## src/hw/rtl/aqi_pkg.sv

```systemverilog
// Shared constants, breakpoint tables and types for the air quality index block.
package aqi_pkg;

  // Concentration format and field widths.
  localparam int unsigned CONC_FRAC_BITS = 4;
  localparam int unsigned CONC_IN_W      = 16;
  localparam int unsigned CONC_W         = CONC_IN_W - 1;
  localparam int unsigned IDX_W          = 9;
  localparam int unsigned CAT_W          = 3;
  localparam int unsigned COLOR_W        = 8;

  // Configuration port.
  localparam int unsigned CFG_ADDR_W = 3;
  localparam int unsigned CFG_DATA_W = 32;
  localparam logic        REG_USE_PM25 = 1'b0;
  localparam logic        REG_USE_PM10 = 1'b1;

  // Pipeline: two stages in each lane, two in the merge stage.
  localparam int unsigned PIPE_DEPTH = 4;

  // Breakpoint tables.
  localparam int unsigned NUM_SEG = 5;
  localparam int unsigned SEG_W   = $clog2(NUM_SEG);
  localparam int unsigned ABOVE_TOP_INDEX = 500;
  localparam int unsigned FULL_SCALE      = 255;

  localparam int unsigned PM25_BP [NUM_SEG+1] = '{0, 15, 30, 55, 110, 250};
  localparam int unsigned PM10_BP [NUM_SEG+1] = '{0, 45, 90, 180, 270, 400};
  localparam int unsigned IDX_BP  [NUM_SEG+1] = '{0, 50, 100, 150, 200, 300};

  localparam int unsigned IDX_RISE [NUM_SEG] = '{
    IDX_BP[1] - IDX_BP[0], IDX_BP[2] - IDX_BP[1], IDX_BP[3] - IDX_BP[2],
    IDX_BP[4] - IDX_BP[3], IDX_BP[5] - IDX_BP[4]
  };

  localparam int unsigned PM25_SPAN [NUM_SEG] = '{
    (PM25_BP[1] - PM25_BP[0]) << CONC_FRAC_BITS, (PM25_BP[2] - PM25_BP[1]) << CONC_FRAC_BITS,
    (PM25_BP[3] - PM25_BP[2]) << CONC_FRAC_BITS, (PM25_BP[4] - PM25_BP[3]) << CONC_FRAC_BITS,
    (PM25_BP[5] - PM25_BP[4]) << CONC_FRAC_BITS
  };
  localparam int unsigned PM10_SPAN [NUM_SEG] = '{
    (PM10_BP[1] - PM10_BP[0]) << CONC_FRAC_BITS, (PM10_BP[2] - PM10_BP[1]) << CONC_FRAC_BITS,
    (PM10_BP[3] - PM10_BP[2]) << CONC_FRAC_BITS, (PM10_BP[4] - PM10_BP[3]) << CONC_FRAC_BITS,
    (PM10_BP[5] - PM10_BP[4]) << CONC_FRAC_BITS
  };

  // Interpolation: rise * delta fits NUM_W bits, and the quotient by the span
  // is taken as (num * ceil(2^RECIP_SHIFT / span)) >> RECIP_SHIFT, which is
  // exact because num * error stays below 2^RECIP_SHIFT for every segment.
  localparam int unsigned RISE_W      = 7;
  localparam int unsigned NUM_W       = 18;
  localparam int unsigned RECIP_SHIFT = 32;
  localparam int unsigned RECIP_W     = 25;
  localparam int unsigned PROD_W      = NUM_W + RECIP_W;
  localparam int unsigned QUO_W       = 7;
  localparam longint unsigned RECIP_ONE = 64'd1 << RECIP_SHIFT;

  localparam longint unsigned PM25_RECIP [NUM_SEG] = '{
    (RECIP_ONE + PM25_SPAN[0] - 1) / PM25_SPAN[0], (RECIP_ONE + PM25_SPAN[1] - 1) / PM25_SPAN[1],
    (RECIP_ONE + PM25_SPAN[2] - 1) / PM25_SPAN[2], (RECIP_ONE + PM25_SPAN[3] - 1) / PM25_SPAN[3],
    (RECIP_ONE + PM25_SPAN[4] - 1) / PM25_SPAN[4]
  };
  localparam longint unsigned PM10_RECIP [NUM_SEG] = '{
    (RECIP_ONE + PM10_SPAN[0] - 1) / PM10_SPAN[0], (RECIP_ONE + PM10_SPAN[1] - 1) / PM10_SPAN[1],
    (RECIP_ONE + PM10_SPAN[2] - 1) / PM10_SPAN[2], (RECIP_ONE + PM10_SPAN[3] - 1) / PM10_SPAN[3],
    (RECIP_ONE + PM10_SPAN[4] - 1) / PM10_SPAN[4]
  };

  // Colour ramp: 255 * x / span through a reciprocal with a 24-bit shift.
  localparam int unsigned COL_SHIFT     = 24;
  localparam int unsigned COL_RECIP_W   = 19;
  localparam int unsigned COL_NUM_W     = 16;
  localparam int unsigned COL_PROD_W    = COL_NUM_W + COL_RECIP_W;
  localparam int unsigned COL_MID_SPAN  = IDX_BP[2] - IDX_BP[1];
  localparam int unsigned COL_HIGH_SPAN = IDX_BP[5] - IDX_BP[2];
  localparam logic [COL_RECIP_W-1:0] COL_MID_RECIP =
    COL_RECIP_W'(((64'd1 << COL_SHIFT) + COL_MID_SPAN - 1) / COL_MID_SPAN);
  localparam logic [COL_RECIP_W-1:0] COL_HIGH_RECIP =
    COL_RECIP_W'(((64'd1 << COL_SHIFT) + COL_HIGH_SPAN - 1) / COL_HIGH_SPAN);

  // Category codes.
  localparam logic [CAT_W-1:0] CAT_GOOD           = 3'd0;
  localparam logic [CAT_W-1:0] CAT_MODERATE       = 3'd1;
  localparam logic [CAT_W-1:0] CAT_SENSITIVE      = 3'd2;
  localparam logic [CAT_W-1:0] CAT_UNHEALTHY      = 3'd3;
  localparam logic [CAT_W-1:0] CAT_VERY_UNHEALTHY = 3'd4;
  localparam logic [CAT_W-1:0] CAT_HAZARDOUS      = 3'd5;

  typedef enum logic [1:0] {
    COL_LOW,
    COL_MID,
    COL_HIGH,
    COL_TOP
  } col_range_e;

  typedef struct packed {
    logic [NUM_SEG-1:0][CONC_W-1:0]  lo;
    logic [NUM_SEG-1:0][CONC_W-1:0]  hi;
    logic [NUM_SEG-1:0][RECIP_W-1:0] recip;
  } lane_tab_t;

  typedef struct packed {
    logic lane_s1;
    logic lane_s2;
    logic merge_s1;
    logic merge_s2;
  } pipe_en_t;

  typedef struct packed {
    logic [IDX_W-1:0]   pm25_index;
    logic [IDX_W-1:0]   pm10_index;
    logic [IDX_W-1:0]   final_index;
    logic [CAT_W-1:0]   category;
    logic [COLOR_W-1:0] red;
    logic [COLOR_W-1:0] green;
    logic [COLOR_W-1:0] blue;
  } result_t;

  // Breakpoints and reciprocals of one pollutant, in concentration units.
  function automatic lane_tab_t lane_tab(input logic pm10);
    lane_tab_t t;
    for (int i = 0; i < NUM_SEG; i++) begin
      if (pm10) begin
        t.lo[i]    = CONC_W'(PM10_BP[i] << CONC_FRAC_BITS);
        t.hi[i]    = CONC_W'(PM10_BP[i+1] << CONC_FRAC_BITS);
        t.recip[i] = RECIP_W'(PM10_RECIP[i]);
      end else begin
        t.lo[i]    = CONC_W'(PM25_BP[i] << CONC_FRAC_BITS);
        t.hi[i]    = CONC_W'(PM25_BP[i+1] << CONC_FRAC_BITS);
        t.recip[i] = RECIP_W'(PM25_RECIP[i]);
      end
    end
    return t;
  endfunction

endpackage

```

## src/hw/rtl/aqi_if.sv

```systemverilog
// Valid/ready channel interfaces for concentration items and index results.
interface aqi_in_if;
  logic                                   valid;
  logic                                   ready;
  logic signed [aqi_pkg::CONC_IN_W-1:0]   pm25_conc;
  logic signed [aqi_pkg::CONC_IN_W-1:0]   pm10_conc;

  modport source (output valid, output pm25_conc, output pm10_conc, input ready);
  modport sink (input valid, input pm25_conc, input pm10_conc, output ready);
endinterface

interface aqi_out_if;
  logic                          valid;
  logic                          ready;
  logic [aqi_pkg::IDX_W-1:0]     pm25_index;
  logic [aqi_pkg::IDX_W-1:0]     pm10_index;
  logic [aqi_pkg::IDX_W-1:0]     final_index;
  logic [aqi_pkg::CAT_W-1:0]     category;
  logic [aqi_pkg::COLOR_W-1:0]   red;
  logic [aqi_pkg::COLOR_W-1:0]   green;
  logic [aqi_pkg::COLOR_W-1:0]   blue;

  modport source (output valid, output pm25_index, output pm10_index, output final_index,
                  output category, output red, output green, output blue, input ready);
  modport sink (input valid, input pm25_index, input pm10_index, input final_index,
                input category, input red, input green, input blue, output ready);
endinterface

```

## src/hw/rtl/air_quality_index_calc.sv

```systemverilog
// Air quality index calculator: two sub-index lanes, merge stage, APB registers.
// Pipeline: an accepted item passes two register stages in each lane and then
// two in the merge stage, whose last register drives the output channel.
// Throughput: one item per cycle while the output is not stalled; every stage holds
// one item and moves on whenever the stage after it is free or moving, so a stall only backs up.
// Reset: rst_ni clears all pipeline valid bits at once and sets both enables.
module air_quality_index_calc (
  input  logic                               clk_i,
  input  logic                               rst_ni,
  aqi_in_if.sink                             in_if,
  aqi_out_if.source                          out_if,
  input  logic                               psel,
  input  logic                               penable,
  input  logic                               pwrite,
  input  logic [aqi_pkg::CFG_ADDR_W-1:0]     paddr,
  input  logic [aqi_pkg::CFG_DATA_W-1:0]     pwdata,
  output logic [aqi_pkg::CFG_DATA_W-1:0]     prdata,
  output logic                               pready
);

  // Configuration registers. Each register sits at a 4-byte address; only
  // bit 2 of the address picks the register and only bit 0 of the data is kept.
  logic use_pm25_q, use_pm25_d;
  logic use_pm10_q, use_pm10_d;
  logic cfg_wr;

  assign pready = 1'b1;
  assign cfg_wr = psel && penable && pwrite;

  always_comb begin
    use_pm25_d = use_pm25_q;
    use_pm10_d = use_pm10_q;
    if (cfg_wr && (paddr[2] == aqi_pkg::REG_USE_PM25)) begin
      use_pm25_d = pwdata[0];
    end
    if (cfg_wr && (paddr[2] == aqi_pkg::REG_USE_PM10)) begin
      use_pm10_d = pwdata[0];
    end
  end

  always_ff @(posedge clk_i or negedge rst_ni) begin
    if (!rst_ni) begin
      use_pm25_q <= 1'b1;
      use_pm10_q <= 1'b1;
    end else begin
      use_pm25_q <= use_pm25_d;
      use_pm10_q <= use_pm10_d;
    end
  end

  assign prdata = aqi_pkg::CFG_DATA_W'((paddr[2] == aqi_pkg::REG_USE_PM10) ? use_pm10_q
                                                                          : use_pm25_q);

  // Pipeline control. Stage k takes a new item whenever it is empty or the
  // stage after it is taking its item, so the last stage acts as the output
  // register and a full, stalled pipeline still holds every item in place.
  logic [aqi_pkg::PIPE_DEPTH-1:0] valid_q, valid_d, shift_in;
  logic [aqi_pkg::PIPE_DEPTH:0]   rdy;
  aqi_pkg::pipe_en_t              en;

  always_comb begin
    rdy[aqi_pkg::PIPE_DEPTH] = out_if.ready;
    for (int k = aqi_pkg::PIPE_DEPTH - 1; k >= 0; k--) begin
      rdy[k] = !valid_q[k] || rdy[k+1];
    end
    shift_in = {valid_q[aqi_pkg::PIPE_DEPTH-2:0], in_if.valid};
    for (int k = 0; k < aqi_pkg::PIPE_DEPTH; k++) begin
      valid_d[k] = rdy[k] ? shift_in[k] : valid_q[k];
    end
  end

  always_ff @(posedge clk_i or negedge rst_ni) begin
    if (!rst_ni) begin
      valid_q <= '0;
    end else begin
      valid_q <= valid_d;
    end
  end

  assign en.lane_s1  = rdy[0];
  assign en.lane_s2  = rdy[1];
  assign en.merge_s1 = rdy[2];
  assign en.merge_s2 = rdy[3];

  assign in_if.ready  = rdy[0];
  assign out_if.valid = valid_q[aqi_pkg::PIPE_DEPTH-1];

  // The two lanes run the same interpolation core on their own breakpoints.
  logic [aqi_pkg::IDX_W-1:0] pm25_index;
  logic [aqi_pkg::IDX_W-1:0] pm10_index;
  aqi_pkg::result_t          result;

  aqi_lane u_lane_pm25 (
    .clk_i   (clk_i),
    .en_i    (en),
    .tab_i   (aqi_pkg::lane_tab(1'b0)),
    .conc_i  (in_if.pm25_conc),
    .index_o (pm25_index)
  );

  aqi_lane u_lane_pm10 (
    .clk_i   (clk_i),
    .en_i    (en),
    .tab_i   (aqi_pkg::lane_tab(1'b1)),
    .conc_i  (in_if.pm10_conc),
    .index_o (pm10_index)
  );

  // The merge stage takes the larger enabled index and derives the category
  // and the colour; its second register drives the output channel.
  aqi_merge u_merge (
    .clk_i        (clk_i),
    .en_i         (en),
    .use_pm25_i   (use_pm25_q),
    .use_pm10_i   (use_pm10_q),
    .pm25_index_i (pm25_index),
    .pm10_index_i (pm10_index),
    .result_o     (result)
  );

  assign out_if.pm25_index  = result.pm25_index;
  assign out_if.pm10_index  = result.pm10_index;
  assign out_if.final_index = result.final_index;
  assign out_if.category    = result.category;
  assign out_if.red         = result.red;
  assign out_if.green       = result.green;
  assign out_if.blue        = result.blue;

`ifndef NO_ASSERTIONS
  // Back-pressure only reaches the input once every stage holds an item.
  a_full_when_blocked: assert property (@(posedge clk_i) disable iff (!rst_ni)
    !in_if.ready |-> (&valid_q))
    else $error("input blocked while a pipeline stage is empty");

  // The final index is always one of the sub-indices or zero.
  a_final_is_sub: assert property (@(posedge clk_i) disable iff (!rst_ni)
    out_if.valid |-> (out_if.final_index == '0) ||
                     (out_if.final_index == out_if.pm25_index) ||
                     (out_if.final_index == out_if.pm10_index))
    else $error("final index matches no sub-index");

  // The PM2.5 lane gives an interpolated index or the above-range value only.
  a_pm25_range: assert property (@(posedge clk_i) disable iff (!rst_ni)
    out_if.valid |-> (out_if.pm25_index <= aqi_pkg::IDX_W'(aqi_pkg::IDX_BP[5])) ||
                     (out_if.pm25_index == aqi_pkg::IDX_W'(aqi_pkg::ABOVE_TOP_INDEX)))
    else $error("PM2.5 sub-index out of range");

  // Above the top of the scale the item is hazardous and shown full red.
  a_top_hazard: assert property (@(posedge clk_i) disable iff (!rst_ni)
    out_if.valid && (out_if.final_index > aqi_pkg::IDX_W'(aqi_pkg::IDX_BP[5])) |->
      (out_if.category == aqi_pkg::CAT_HAZARDOUS) &&
      (out_if.red == aqi_pkg::COLOR_W'(aqi_pkg::FULL_SCALE)))
    else $error("index above scale without hazardous category and red");
`endif

endmodule

```

## src/hw/rtl/aqi_lane.sv

```systemverilog
// One sub-index lane: segment search, interpolation product, reciprocal divide.
module aqi_lane (
  input  logic                            clk_i,
  input  aqi_pkg::pipe_en_t               en_i,
  input  aqi_pkg::lane_tab_t              tab_i,
  input  logic [aqi_pkg::CONC_IN_W-1:0]   conc_i,
  output logic [aqi_pkg::IDX_W-1:0]       index_o
);

  logic [aqi_pkg::CONC_W-1:0] conc;
  logic [aqi_pkg::CONC_W-1:0] delta;
  logic [aqi_pkg::RISE_W-1:0] rise;
  logic [aqi_pkg::SEG_W-1:0]  seg_d, seg_q;
  logic                       above_d, above_q;
  logic [aqi_pkg::NUM_W-1:0]  num_d, num_q;
  logic [aqi_pkg::PROD_W-1:0] prod;
  logic [aqi_pkg::QUO_W-1:0]  quo;
  logic [aqi_pkg::IDX_W-1:0]  index_d, index_q;

  // Stage 1: clamp negatives, find the first segment that holds the value, form the product.
  always_comb begin
    conc    = conc_i[aqi_pkg::CONC_IN_W-1] ? '0 : conc_i[aqi_pkg::CONC_W-1:0];
    seg_d   = '0;
    above_d = 1'b1;
    for (int i = aqi_pkg::NUM_SEG - 1; i >= 0; i--) begin
      if (conc <= tab_i.hi[i]) begin
        seg_d   = aqi_pkg::SEG_W'(i);
        above_d = 1'b0;
      end
    end
    delta = conc - tab_i.lo[seg_d];
    rise  = aqi_pkg::RISE_W'(aqi_pkg::IDX_RISE[seg_d]);
    num_d = aqi_pkg::NUM_W'(rise) * aqi_pkg::NUM_W'(delta);
  end

  // Stage 2: divide by the segment span and add the segment base, or give the above-range index.
  always_comb begin
    prod    = aqi_pkg::PROD_W'(num_q) * aqi_pkg::PROD_W'(tab_i.recip[seg_q]);
    quo     = prod[aqi_pkg::RECIP_SHIFT +: aqi_pkg::QUO_W];
    index_d = above_q ? aqi_pkg::IDX_W'(aqi_pkg::ABOVE_TOP_INDEX)
                      : aqi_pkg::IDX_W'(aqi_pkg::IDX_BP[seg_q]) + aqi_pkg::IDX_W'(quo);
  end

  always_ff @(posedge clk_i) begin
    if (en_i.lane_s1) begin
      num_q   <= num_d;
      seg_q   <= seg_d;
      above_q <= above_d;
    end
    if (en_i.lane_s2) begin
      index_q <= index_d;
    end
  end

  assign index_o = index_q;

endmodule

```

## src/hw/rtl/aqi_merge.sv

```systemverilog
// Merge stage: final index, category and colour ramp from the two lanes.
module aqi_merge (
  input  logic                        clk_i,
  input  aqi_pkg::pipe_en_t           en_i,
  input  logic                        use_pm25_i,
  input  logic                        use_pm10_i,
  input  logic [aqi_pkg::IDX_W-1:0]   pm25_index_i,
  input  logic [aqi_pkg::IDX_W-1:0]   pm10_index_i,
  output aqi_pkg::result_t            result_o
);

  logic [aqi_pkg::IDX_W-1:0]       final_d, final_q;
  logic [aqi_pkg::CAT_W-1:0]       cat_d, cat_q;
  aqi_pkg::col_range_e             rng_d, rng_q;
  logic [aqi_pkg::IDX_W-1:0]       xa, xb;
  logic [aqi_pkg::COL_NUM_W-1:0]   na_d, na_q, nb_d, nb_q;
  logic [aqi_pkg::IDX_W-1:0]       pm25_q, pm10_q;
  logic [aqi_pkg::COL_RECIP_W-1:0] recip;
  logic [aqi_pkg::COL_PROD_W-1:0]  pa, pb;
  logic [aqi_pkg::COLOR_W-1:0]     qa, qb;
  aqi_pkg::result_t                res_d, res_q;

  // Stage 1: maximum of the enabled indices, category, ramp numerators.
  always_comb begin
    final_d = '0;
    if (use_pm25_i && (pm25_index_i > final_d)) begin
      final_d = pm25_index_i;
    end
    if (use_pm10_i && (pm10_index_i > final_d)) begin
      final_d = pm10_index_i;
    end

    if (final_d <= aqi_pkg::IDX_W'(aqi_pkg::IDX_BP[1])) begin
      cat_d = aqi_pkg::CAT_GOOD;
    end else if (final_d <= aqi_pkg::IDX_W'(aqi_pkg::IDX_BP[2])) begin
      cat_d = aqi_pkg::CAT_MODERATE;
    end else if (final_d <= aqi_pkg::IDX_W'(aqi_pkg::IDX_BP[3])) begin
      cat_d = aqi_pkg::CAT_SENSITIVE;
    end else if (final_d <= aqi_pkg::IDX_W'(aqi_pkg::IDX_BP[4])) begin
      cat_d = aqi_pkg::CAT_UNHEALTHY;
    end else if (final_d <= aqi_pkg::IDX_W'(aqi_pkg::IDX_BP[5])) begin
      cat_d = aqi_pkg::CAT_VERY_UNHEALTHY;
    end else begin
      cat_d = aqi_pkg::CAT_HAZARDOUS;
    end

    rng_d = aqi_pkg::COL_LOW;
    xa    = '0;
    xb    = '0;
    if (final_d <= aqi_pkg::IDX_W'(aqi_pkg::IDX_BP[1])) begin
      rng_d = aqi_pkg::COL_LOW;
    end else if (final_d <= aqi_pkg::IDX_W'(aqi_pkg::IDX_BP[2])) begin
      rng_d = aqi_pkg::COL_MID;
      xa    = final_d - aqi_pkg::IDX_W'(aqi_pkg::IDX_BP[1]);
      xb    = aqi_pkg::IDX_W'(aqi_pkg::IDX_BP[2]) - final_d;
    end else if (final_d <= aqi_pkg::IDX_W'(aqi_pkg::IDX_BP[5])) begin
      rng_d = aqi_pkg::COL_HIGH;
      xa    = final_d - aqi_pkg::IDX_W'(aqi_pkg::IDX_BP[2]);
      xb    = aqi_pkg::IDX_W'(aqi_pkg::IDX_BP[5]) - final_d;
    end else begin
      rng_d = aqi_pkg::COL_TOP;
    end
    na_d = aqi_pkg::COL_NUM_W'(xa) * aqi_pkg::COL_NUM_W'(aqi_pkg::FULL_SCALE);
    nb_d = aqi_pkg::COL_NUM_W'(xb) * aqi_pkg::COL_NUM_W'(aqi_pkg::FULL_SCALE);
  end

  // Stage 2: divide the numerators by the ramp span and pick the colour.
  always_comb begin
    recip = (rng_q == aqi_pkg::COL_MID) ? aqi_pkg::COL_MID_RECIP : aqi_pkg::COL_HIGH_RECIP;
    pa    = aqi_pkg::COL_PROD_W'(na_q) * aqi_pkg::COL_PROD_W'(recip);
    pb    = aqi_pkg::COL_PROD_W'(nb_q) * aqi_pkg::COL_PROD_W'(recip);
    qa    = pa[aqi_pkg::COL_SHIFT +: aqi_pkg::COLOR_W];
    qb    = pb[aqi_pkg::COL_SHIFT +: aqi_pkg::COLOR_W];

    res_d.pm25_index  = pm25_q;
    res_d.pm10_index  = pm10_q;
    res_d.final_index = final_q;
    res_d.category    = cat_q;
    case (rng_q)
      aqi_pkg::COL_LOW: begin
        res_d.red   = '0;
        res_d.green = '0;
        res_d.blue  = aqi_pkg::COLOR_W'(aqi_pkg::FULL_SCALE);
      end
      aqi_pkg::COL_MID: begin
        res_d.red   = '0;
        res_d.green = qa;
        res_d.blue  = qb;
      end
      aqi_pkg::COL_HIGH: begin
        res_d.red   = qa;
        res_d.green = qb;
        res_d.blue  = '0;
      end
      default: begin
        res_d.red   = aqi_pkg::COLOR_W'(aqi_pkg::FULL_SCALE);
        res_d.green = '0;
        res_d.blue  = '0;
      end
    endcase
  end

  always_ff @(posedge clk_i) begin
    if (en_i.merge_s1) begin
      pm25_q  <= pm25_index_i;
      pm10_q  <= pm10_index_i;
      final_q <= final_d;
      cat_q   <= cat_d;
      rng_q   <= rng_d;
      na_q    <= na_d;
      nb_q    <= nb_d;
    end
    if (en_i.merge_s2) begin
      res_q <= res_d;
    end
  end

  assign result_o = res_q;

endmodule
```

## src/flat_wrapper.sv

```systemverilog
// flat-port wrapper written by rule: the top's interface ports become plain ports
module air_quality_index_calc_flat 
  (clk_i, rst_ni, psel, penable, pwrite, paddr, pwdata, prdata, pready, in_if_valid, in_if_pm25_conc, in_if_pm10_conc, in_if_ready, out_if_valid, out_if_pm25_index, out_if_pm10_index, out_if_final_index, out_if_category, out_if_red, out_if_green, out_if_blue, out_if_ready);
  aqi_in_if in_if_i ();
  aqi_out_if out_if_i ();
  input  logic clk_i;
  input  logic rst_ni;
  input  logic psel;
  input  logic penable;
  input  logic pwrite;
  input  logic [aqi_pkg::CFG_ADDR_W-1:0] paddr;
  input  logic [aqi_pkg::CFG_DATA_W-1:0] pwdata;
  output logic [aqi_pkg::CFG_DATA_W-1:0] prdata;
  output logic pready;
  input wire logic [$bits(in_if_i.valid)-1:0] in_if_valid;
  input wire logic [$bits(in_if_i.pm25_conc)-1:0] in_if_pm25_conc;
  input wire logic [$bits(in_if_i.pm10_conc)-1:0] in_if_pm10_conc;
  output wire logic [$bits(in_if_i.ready)-1:0] in_if_ready;
  output wire logic [$bits(out_if_i.valid)-1:0] out_if_valid;
  output wire logic [$bits(out_if_i.pm25_index)-1:0] out_if_pm25_index;
  output wire logic [$bits(out_if_i.pm10_index)-1:0] out_if_pm10_index;
  output wire logic [$bits(out_if_i.final_index)-1:0] out_if_final_index;
  output wire logic [$bits(out_if_i.category)-1:0] out_if_category;
  output wire logic [$bits(out_if_i.red)-1:0] out_if_red;
  output wire logic [$bits(out_if_i.green)-1:0] out_if_green;
  output wire logic [$bits(out_if_i.blue)-1:0] out_if_blue;
  input wire logic [$bits(out_if_i.ready)-1:0] out_if_ready;
  assign in_if_i.valid = in_if_valid;
  assign in_if_i.pm25_conc = in_if_pm25_conc;
  assign in_if_i.pm10_conc = in_if_pm10_conc;
  assign in_if_ready = in_if_i.ready;
  assign out_if_valid = out_if_i.valid;
  assign out_if_pm25_index = out_if_i.pm25_index;
  assign out_if_pm10_index = out_if_i.pm10_index;
  assign out_if_final_index = out_if_i.final_index;
  assign out_if_category = out_if_i.category;
  assign out_if_red = out_if_i.red;
  assign out_if_green = out_if_i.green;
  assign out_if_blue = out_if_i.blue;
  assign out_if_i.ready = out_if_ready;
  air_quality_index_calc u_core (.clk_i(clk_i), .rst_ni(rst_ni), .in_if(in_if_i), .out_if(out_if_i), .psel(psel), .penable(penable), .pwrite(pwrite), .paddr(paddr), .pwdata(pwdata), .prdata(prdata), .pready(pready));
endmodule
```

## config.mk

```make
export PLATFORM = sky130hd
export DESIGN_NAME = air_quality_index_calc_flat
export DESIGN_NICKNAME = d
export VERILOG_FILES = /design/src/hw/rtl/aqi_pkg.sv /design/src/hw/rtl/aqi_if.sv /design/src/hw/rtl/air_quality_index_calc.sv /design/src/hw/rtl/aqi_lane.sv /design/src/hw/rtl/aqi_merge.sv /design/src/flat_wrapper.sv
export SDC_FILE = /design/constraint.sdc
export NUM_CORES = 2
export LEC_CHECK = 0
export BUFFER_PORTS_ARGS = -buffer_cell sky130_fd_sc_hd__buf_2
export CORE_MARGIN = 2
export CORE_UTILIZATION = 25
export CTS_BUF_LIST = sky130_fd_sc_hd__clkbuf_16
export CTS_CLUSTER_DIAMETER = 40
export DETAILED_ROUTE_END_ITERATION = 16
export PLACE_DENSITY_LB_ADDON = 0.25
export SETUP_SLACK_MARGIN = 0.3
export SYNTH_ARGS = -nofsm -noshare
export SYNTH_HDL_FRONTEND = slang
export SYNTH_HIERARCHICAL = 1
export SYNTH_SLANG_ARGS = --single-unit
```

## constraint.sdc

```tcl
create_clock -name clk_i -period 10.1 [get_ports clk_i]
set_input_delay 1.01 -clock clk_i [delete_from_list [all_inputs] [get_ports clk_i]]
set_output_delay 1.01 -clock clk_i [all_outputs]
set_load 0.03 [all_outputs]
```

# Word-level counts from Yosys, hierarchy flattened
# Memory sizes are Yosys's and may differ from the RTL's. A register that Yosys moved wholly into a read port is not among the register bits.
# Index checks and enable logic that the tools add are counted.
# classes
eq_ne,2
add_sub_neg,8
shift,0
reduce_logical,19
n_mul,8
magnitude_cmp,25
n_div,0
mux,45
bitwise_logic,5
# op_table
cell,count
$mux W9,12
$mul A18 B25 Y39,2
$pmux W24 S3,1
$mul A16 B19 Y32,2
$mux W15,4
$mux W25,2
$mul A7 B15 Y18,2
$mux W3,12
$mul A9 B8 Y16 const B,2
$le A15 B10 Y1 const B,2
$le A15 B11 Y1 const B,2
$le A15 B12 Y1 const B,2
$le A15 B13 Y1 const B,2
$sub A15 B15 Y15,2
$mux W7,4
$mux W19,1
$add A9 B7 Y9,2
$le A9 B8 Y1 const B,2
$ge A4 B4 Y1 const B,4
$lt A3 B4 Y1 const B,4
$not A3 Y4,4
$le A15 B8 Y1 const B,1
$le A15 B9 Y1 const B,1
$reduce_or A4 Y1,3
other kinds (19),37
# totals
regBits,186
latch_bits,0
romBits,1664
n_memories,8
mem_bits_rw,0
output_inout_bits,89
input_bits,74
# mem_list
memory,depth,word_bits,rd,rd_clocked_by_memory_dff,wr,line,source
(no name shown),8,32,1,0,0,aqi_lane.sv:41,: aqi_pkg::IDX_W'(aqi_pkg::IDX_BP[seg_q]) + aqi_pkg::IDX_W'(quo);
(no name shown),8,32,1,0,0,aqi_lane.sv:32,rise = aqi_pkg::RISE_W'(aqi_pkg::IDX_RISE[seg_d]);
(no name shown),8,32,1,0,0,aqi_lane.sv:41,
(no name shown),8,32,1,0,0,aqi_lane.sv:32,
(no name shown),8,25,1,1,0,aqi_lane.sv:38,prod = aqi_pkg::PROD_W'(num_q) * aqi_pkg::PROD_W'(tab_i.recip[seg_q]);
(no name shown),8,25,1,1,0,aqi_lane.sv:38,
2 more memories,-,-,-,-,-,-,

# Depth between registers and ports, before layout
# logic_depth
ltp_word,12
mapped_depth,51
depth_no_buf,45

# Cells and area by module
# Netlist, hierarchy kept.
# by_module_without_submodules
module,instances,area_each_um2,seq_area_each_um2,cells_per_inst
aqi_merge,1,21735.8,3513.4,2051
aqi_lane (u_core.u_lane_pm10),1,20591.0,900.9,2395
aqi_lane (u_core.u_lane_pm25),1,20489.7,900.9,2405
air_quality_index_calc,1,510.5,152.6,54

# Worst setup path before layout
# OpenSTA, ideal clock, no wires.
# synth_path
kind,input -> register
startpoint,input port in_if_pm25_conc[15]
endpoint,register u_core/u_lane_pm25/num_q[17] in the netlist's numbering (data pin)
setup_time_ns,0.268
n_path_buf,6
path_slack_ns,-0.089
arrival_time_ns,9.922
stages,46
cell_sequence,buf_6 -> buf_6 -> buf_2 -> clkbuf_1 -> nor2b_1 -> ha_1 -> or4b_1 -> and3_1 -> a221oi_2 -> o21ba_2 -> nand4_2 -> or2_4 -> inv_2 -> clkbuf_1 -> clkbuf_1 -> a211oi_1 -> a21oi_1 -> ha_1 -> (+10 left out) -> fa_1 -> inv_1 -> ha_1 -> fa_1 -> a21oi_1 -> nor2_1 -> nor2_1 -> o21bai_1 -> a21oi_1 -> o21bai_1 -> a21oi_1 -> nor2b_1 -> o21a_1 -> o21ai_0 -> nand2b_1 -> a21oi_1 -> xnor2_1 -> xnor3_1
# synth_via
elab_chain_len,12
word_cells_on_any_way,19
classes_between,add/sub: 1; mul: 1; order compare: 5; mux: 9; bitwise: 1; memory: 2
# synth_rtl
item,line,source
start: declaration,flat_wrapper.sv:16,input wire logic [$bits(in_if_i.pm25_conc)-1:0] in_if_pm25_conc;
$mux W15 *,aqi_lane.sv:22,conc = conc_i[aqi_pkg::CONC_IN_W-1] ? '0 : conc_i[aqi_pkg::CONC_W-1:0];
"parallel branches: the longest is 10 deep, another holds $le A15 B12 Y1",-,
$mul A7 B15 Y18 *,aqi_lane.sv:33,num_d = aqi_pkg::NUM_W'(rise) * aqi_pkg::NUM_W'(delta);
via u_core.u_lane_pm25.num_d (one bit),aqi_lane.sv:15,"logic [aqi_pkg::NUM_W-1:0] num_d, num_q;"
end signal: assignment,aqi_lane.sv:46,num_q <= num_d;
end: declaration,aqi_lane.sv:15,
# Mark *: on every way through the listed nets, which the timed path passes. The select of a mux whose other input is x is not followed.
# A chain may end at the register's enable or synchronous reset.

# Worst setup path after layout
# layout_path
startpoint,register u_core/u_lane_pm25/seg_q[2] in the netlist's numbering
endpoint,"register u_core.u_lane_pm25.index_q, in the netlist u_core/u_lane_pm25/index_o[7] (data pin)"
# layout_via
elab_chain_len,5
# layout_rtl
item,line,source
start: declaration,aqi_lane.sv:13,"logic [aqi_pkg::SEG_W-1:0] seg_d, seg_q;"
start signal: assignment,aqi_lane.sv:47,seg_q <= seg_d;
$not A3 Y4 (not written as such),aqi_lane.sv:41,
$mem_v2 Z8 W32,-,
$mux W9 (not written as such) (2 in a row),aqi_lane.sv:41,
$add A9 B7 Y9,aqi_lane.sv:41,
end signal: assignment,aqi_lane.sv:51,index_q <= index_d;
end: declaration,aqi_lane.sv:18,"logic [aqi_pkg::IDX_W-1:0] index_d, index_q;"
# Every way passes these cells. The select of a mux whose other input is x is not followed.

==> results.sh <==
export IMPL_status="complete, but fails checks"
export IMPL_violations="max-slew violations"
export IMPL_cp_arrival_ns=9.56
export IMPL_viasPerCell=4.152
export IMPL_clock_skew_ns=0.02243
export IMPL_antenna_found_initial=3
export IMPL_syn2layout_area_growth_pct=13.42
export IMPL_port_buffers=97
export IMPL_critPathLaunchType="flop"
export IMPL_synth_mux_area_frac=0.02519
export IMPL_synthArstFlopShare=0.03279
export IMPL_fmax_ghz=0.1078
export IMPL_drt_initial_drc_count=1725
export IMPL_fp_dieH_microns=507.3
export IMPL_clk_pin_slew_ns=0.08
export IMPL_overflow=0
export IMPL_placed_cells=11030
export IMPL_r2r_end="u_core/u_lane_pm25/index_o[7]"
export IMPL_path_max_fanout=9
export IMPL_slew_violations=121
export IMPL_grt_setup_unrepaired="yes"
export IMPL_slew_headroom=-0.3421
export IMPL_rows=184
export IMPL_synth_edff_count=177
export IMPL_yosysWarnings=6
export IMPL_finish_utilization=0.2854
export IMPL_first_global_vias=49410
export IMPL_first_pass_iters=7
export IMPL_finalHoldViolCount=0
export IMPL_synth_top_family_by_area="adder cells"
export IMPL_yosys_area_top_type_share=0.3673
export IMPL_slowest_delay_ns=0.63
export IMPL_place_congestion=0.8450
export IMPL_drive_above_1_share=0.06066
export IMPL_grt_max_degree=64
export IMPL_synth_main_ff_cell="edfxtp_1"
export IMPL_pin_count=163
export IMPL_setup_viol=0
export IMPL_coreArea_sq_mm=0.2516
export IMPL_vias=45950
export IMPL_wire_per_inst_microns=14.50
export IMPL_cp_end_kind="flop"
export IMPL_post_layout_nonfiller_instances=11070
export IMPL_cp_data_required_time_ns=10.38
export IMPL_htreeDepth=4
export IMPL_cts_tree="yes"
export IMPL_yosysTopAreaCell="fa_1"
export IMPL_critPathMostFrequentCell="fa_1"
export IMPL_drv_cap=0
export IMPL_tightest_slew_ns=2.013
export IMPL_place_area_sq_mm=0.07102
export IMPL_synth_most_common_cell="inv_1"
export IMPL_synthTopCellsByArea="fa_1, ha_1, inv_1"
export IMPL_cts_hold_buffers_added=0
export IMPL_fin_crit_sh=0.9184
export IMPL_clock_sinks=183
export IMPL_yosysSeqAreaShare=0.08634
export IMPL_synth_common_cells="inv_1, fa_1, ha_1"
export IMPL_cts_made_buffers=17
export IMPL_synth_fa_ha_area_frac=0.5179
export IMPL_synthDistinctLibCells=134
export IMPL_r2r_slack_ns=0.82
export IMPL_synth_avg_cell_area_sq_um=9.171
export IMPL_dp_hpwl_microns=137700
export IMPL_path_class="flop to flop"
export IMPL_grt_pass1_wl_microns=266200
export IMPL_fp_dieArea_sq_mm=0.2573
export IMPL_reg2regPathDepth=32
export IMPL_synth_area_sq_mm=0.06333
export IMPL_ys_ff_latch=183
export IMPL_fp_dieW_microns=507.3
export IMPL_clock_path_buffers=2
export IMPL_synth_cells=6905
export IMPL_initial_core_util=0.2517
export IMPL_synth_xor_area_frac=0.02717
export IMPL_critPathLaunch="u_core/u_lane_pm25/seg_q[2]"
export IMPL_setup_tns_ns=0
export IMPL_yosys_area_share_simple=0.1354
export IMPL_min_period_ns=9.276
export IMPL_final_nets=9688
export IMPL_postRouteAntennaNets=0
export IMPL_synth_compound_area_share=0.08883
export IMPL_grt_total_usage=0.1289
export IMPL_drc=0
export IMPL_fin_area_sq_mm=0.07183
export IMPL_clk_latency_ns=0.53
export IMPL_n_fill_cell=26880
export IMPL_wl_microns=160500
export IMPL_root_buffer="clkbuf_16"
export IMPL_reg2reg_from="u_core/u_lane_pm25/seg_q[2]"
export IMPL_hold_class="input port to async pin"
export IMPL_critPathSlowestCell="edfxtp_1"
[how the worst max path moves through the flow]
stage / endpoint / cells after the start
4_1_cts: u_core/u_lane_pm25/index_o[7] / 33
6_report: u_core/u_lane_pm25/index_o[7] / 32
3_5_place_dp: u_core/u_lane_pm10/num_q[17] / 43
5_1_grt: u_core/u_lane_pm10/index_o[7] / 37
3_3_place_gp: u_core/u_lane_pm10/num_q[17] / 43
2_1_floorplan: u_core/u_lane_pm25/num_q[17] / 46
[what timing repair did]
action / 4_1_cts / 5_1_grt
setup endpoints to repair: 0 / 9
gates resized for setup: 0 / 36
endpoints found under the hold margin: 0 / 0
buffers inserted: 0 / 3
[worst max-delay path, delay by kind of cell, from the launching register on]
family	cells	cell delay, ns
compound gates	10	2.48
xor+xnor	2	0.35
fa+ha+maj	9	4.11
buf+inv	4	0.34
flops	1	0.63
simple gates	7	1.09
[sequential cells by signal, indices dropped and copies added (netlist names), 4 cells and up]
register and flops:
u_core/u_merge/result_o 54, u_core/u_lane_pm25/num_q 17, u_core/u_merge/nb_q 15, u_core/u_lane_pm10/index_o 9
u_core/u_merge/pm10_q 9, u_core/valid_q 4, u_core/u_merge/na_q 16, u_core/u_lane_pm25/index_o 9
u_core/u_lane_pm10/num_q 17, u_core/u_merge/final_q 9, u_core/u_merge/pm25_q 9
[cell usage in the layout (no fill, tap or decap), types with 52 or more instances in the layout]
master    synthesis  final
nand2_1         644    641
buf_2            15     95
o22ai_1          56     52
ha_1            750    750
inv_1          1664   1663
edfxtp_1        177    177
fa_1           1162   1162
conb_1            8    785
and2_1          422    422
xnor2_1         165    165
mux2i_1         131    131
nand2b_1         58     56
o21ai_0         105    104
nor2_1          258    256
buf_4            39    163
a21oi_1         209    202
[area by class of cell]
type | instances | area, sq um | share of cell area
tap | 3348 | 4189 | 0.05832
timing repair buffer | 265 | 1814 | 0.02526
multi-input combinational | 5566 | 53450 | 0.7441
inverter | 1669 | 6267 | 0.08726
antenna | 3 | 7.507 | 0.0001045
clock inverter | 15 | 209.0 | 0.002909
sequential | 183 | 5468 | 0.07612
clock buffer | 17 | 425.4 | 0.005923
[per-stage QoR]
stage	hold slack, ns	setup WS, ns
2_1_floorplan	0.4003	0.2913
3_3_place_gp	0.4076	0.1253
3_5_place_dp	0.4045	0.1807
4_1_cts	0.2401	0.4287
5_1_grt	0.2652	0.2742
6_report	0.2990	0.8237
[cell families after synthesis]
logic type | count (synthesis)
AO/OA/AOI/OAI | 801
XOR/XNOR | 194
adder cells (fa/ha/maj) | 1927
buffers and inverters | 1933
flip-flops | 183
multiplexers | 154
other | 8
AND/OR/NAND/NOR | 1705
[per-layer routing]
layer | global-route usage | wire, microns
met1 | 0.1722 | 74460
met2 | 0.2280 | 80410
met3 | 0.01055 | 3658
met4 | 0.02380 | 1965
met5 | 0 | 0
Power is left out: the tool's default activity adds up to more than one toggle a clock period on the data nets, which glitch-free logic cannot reach.
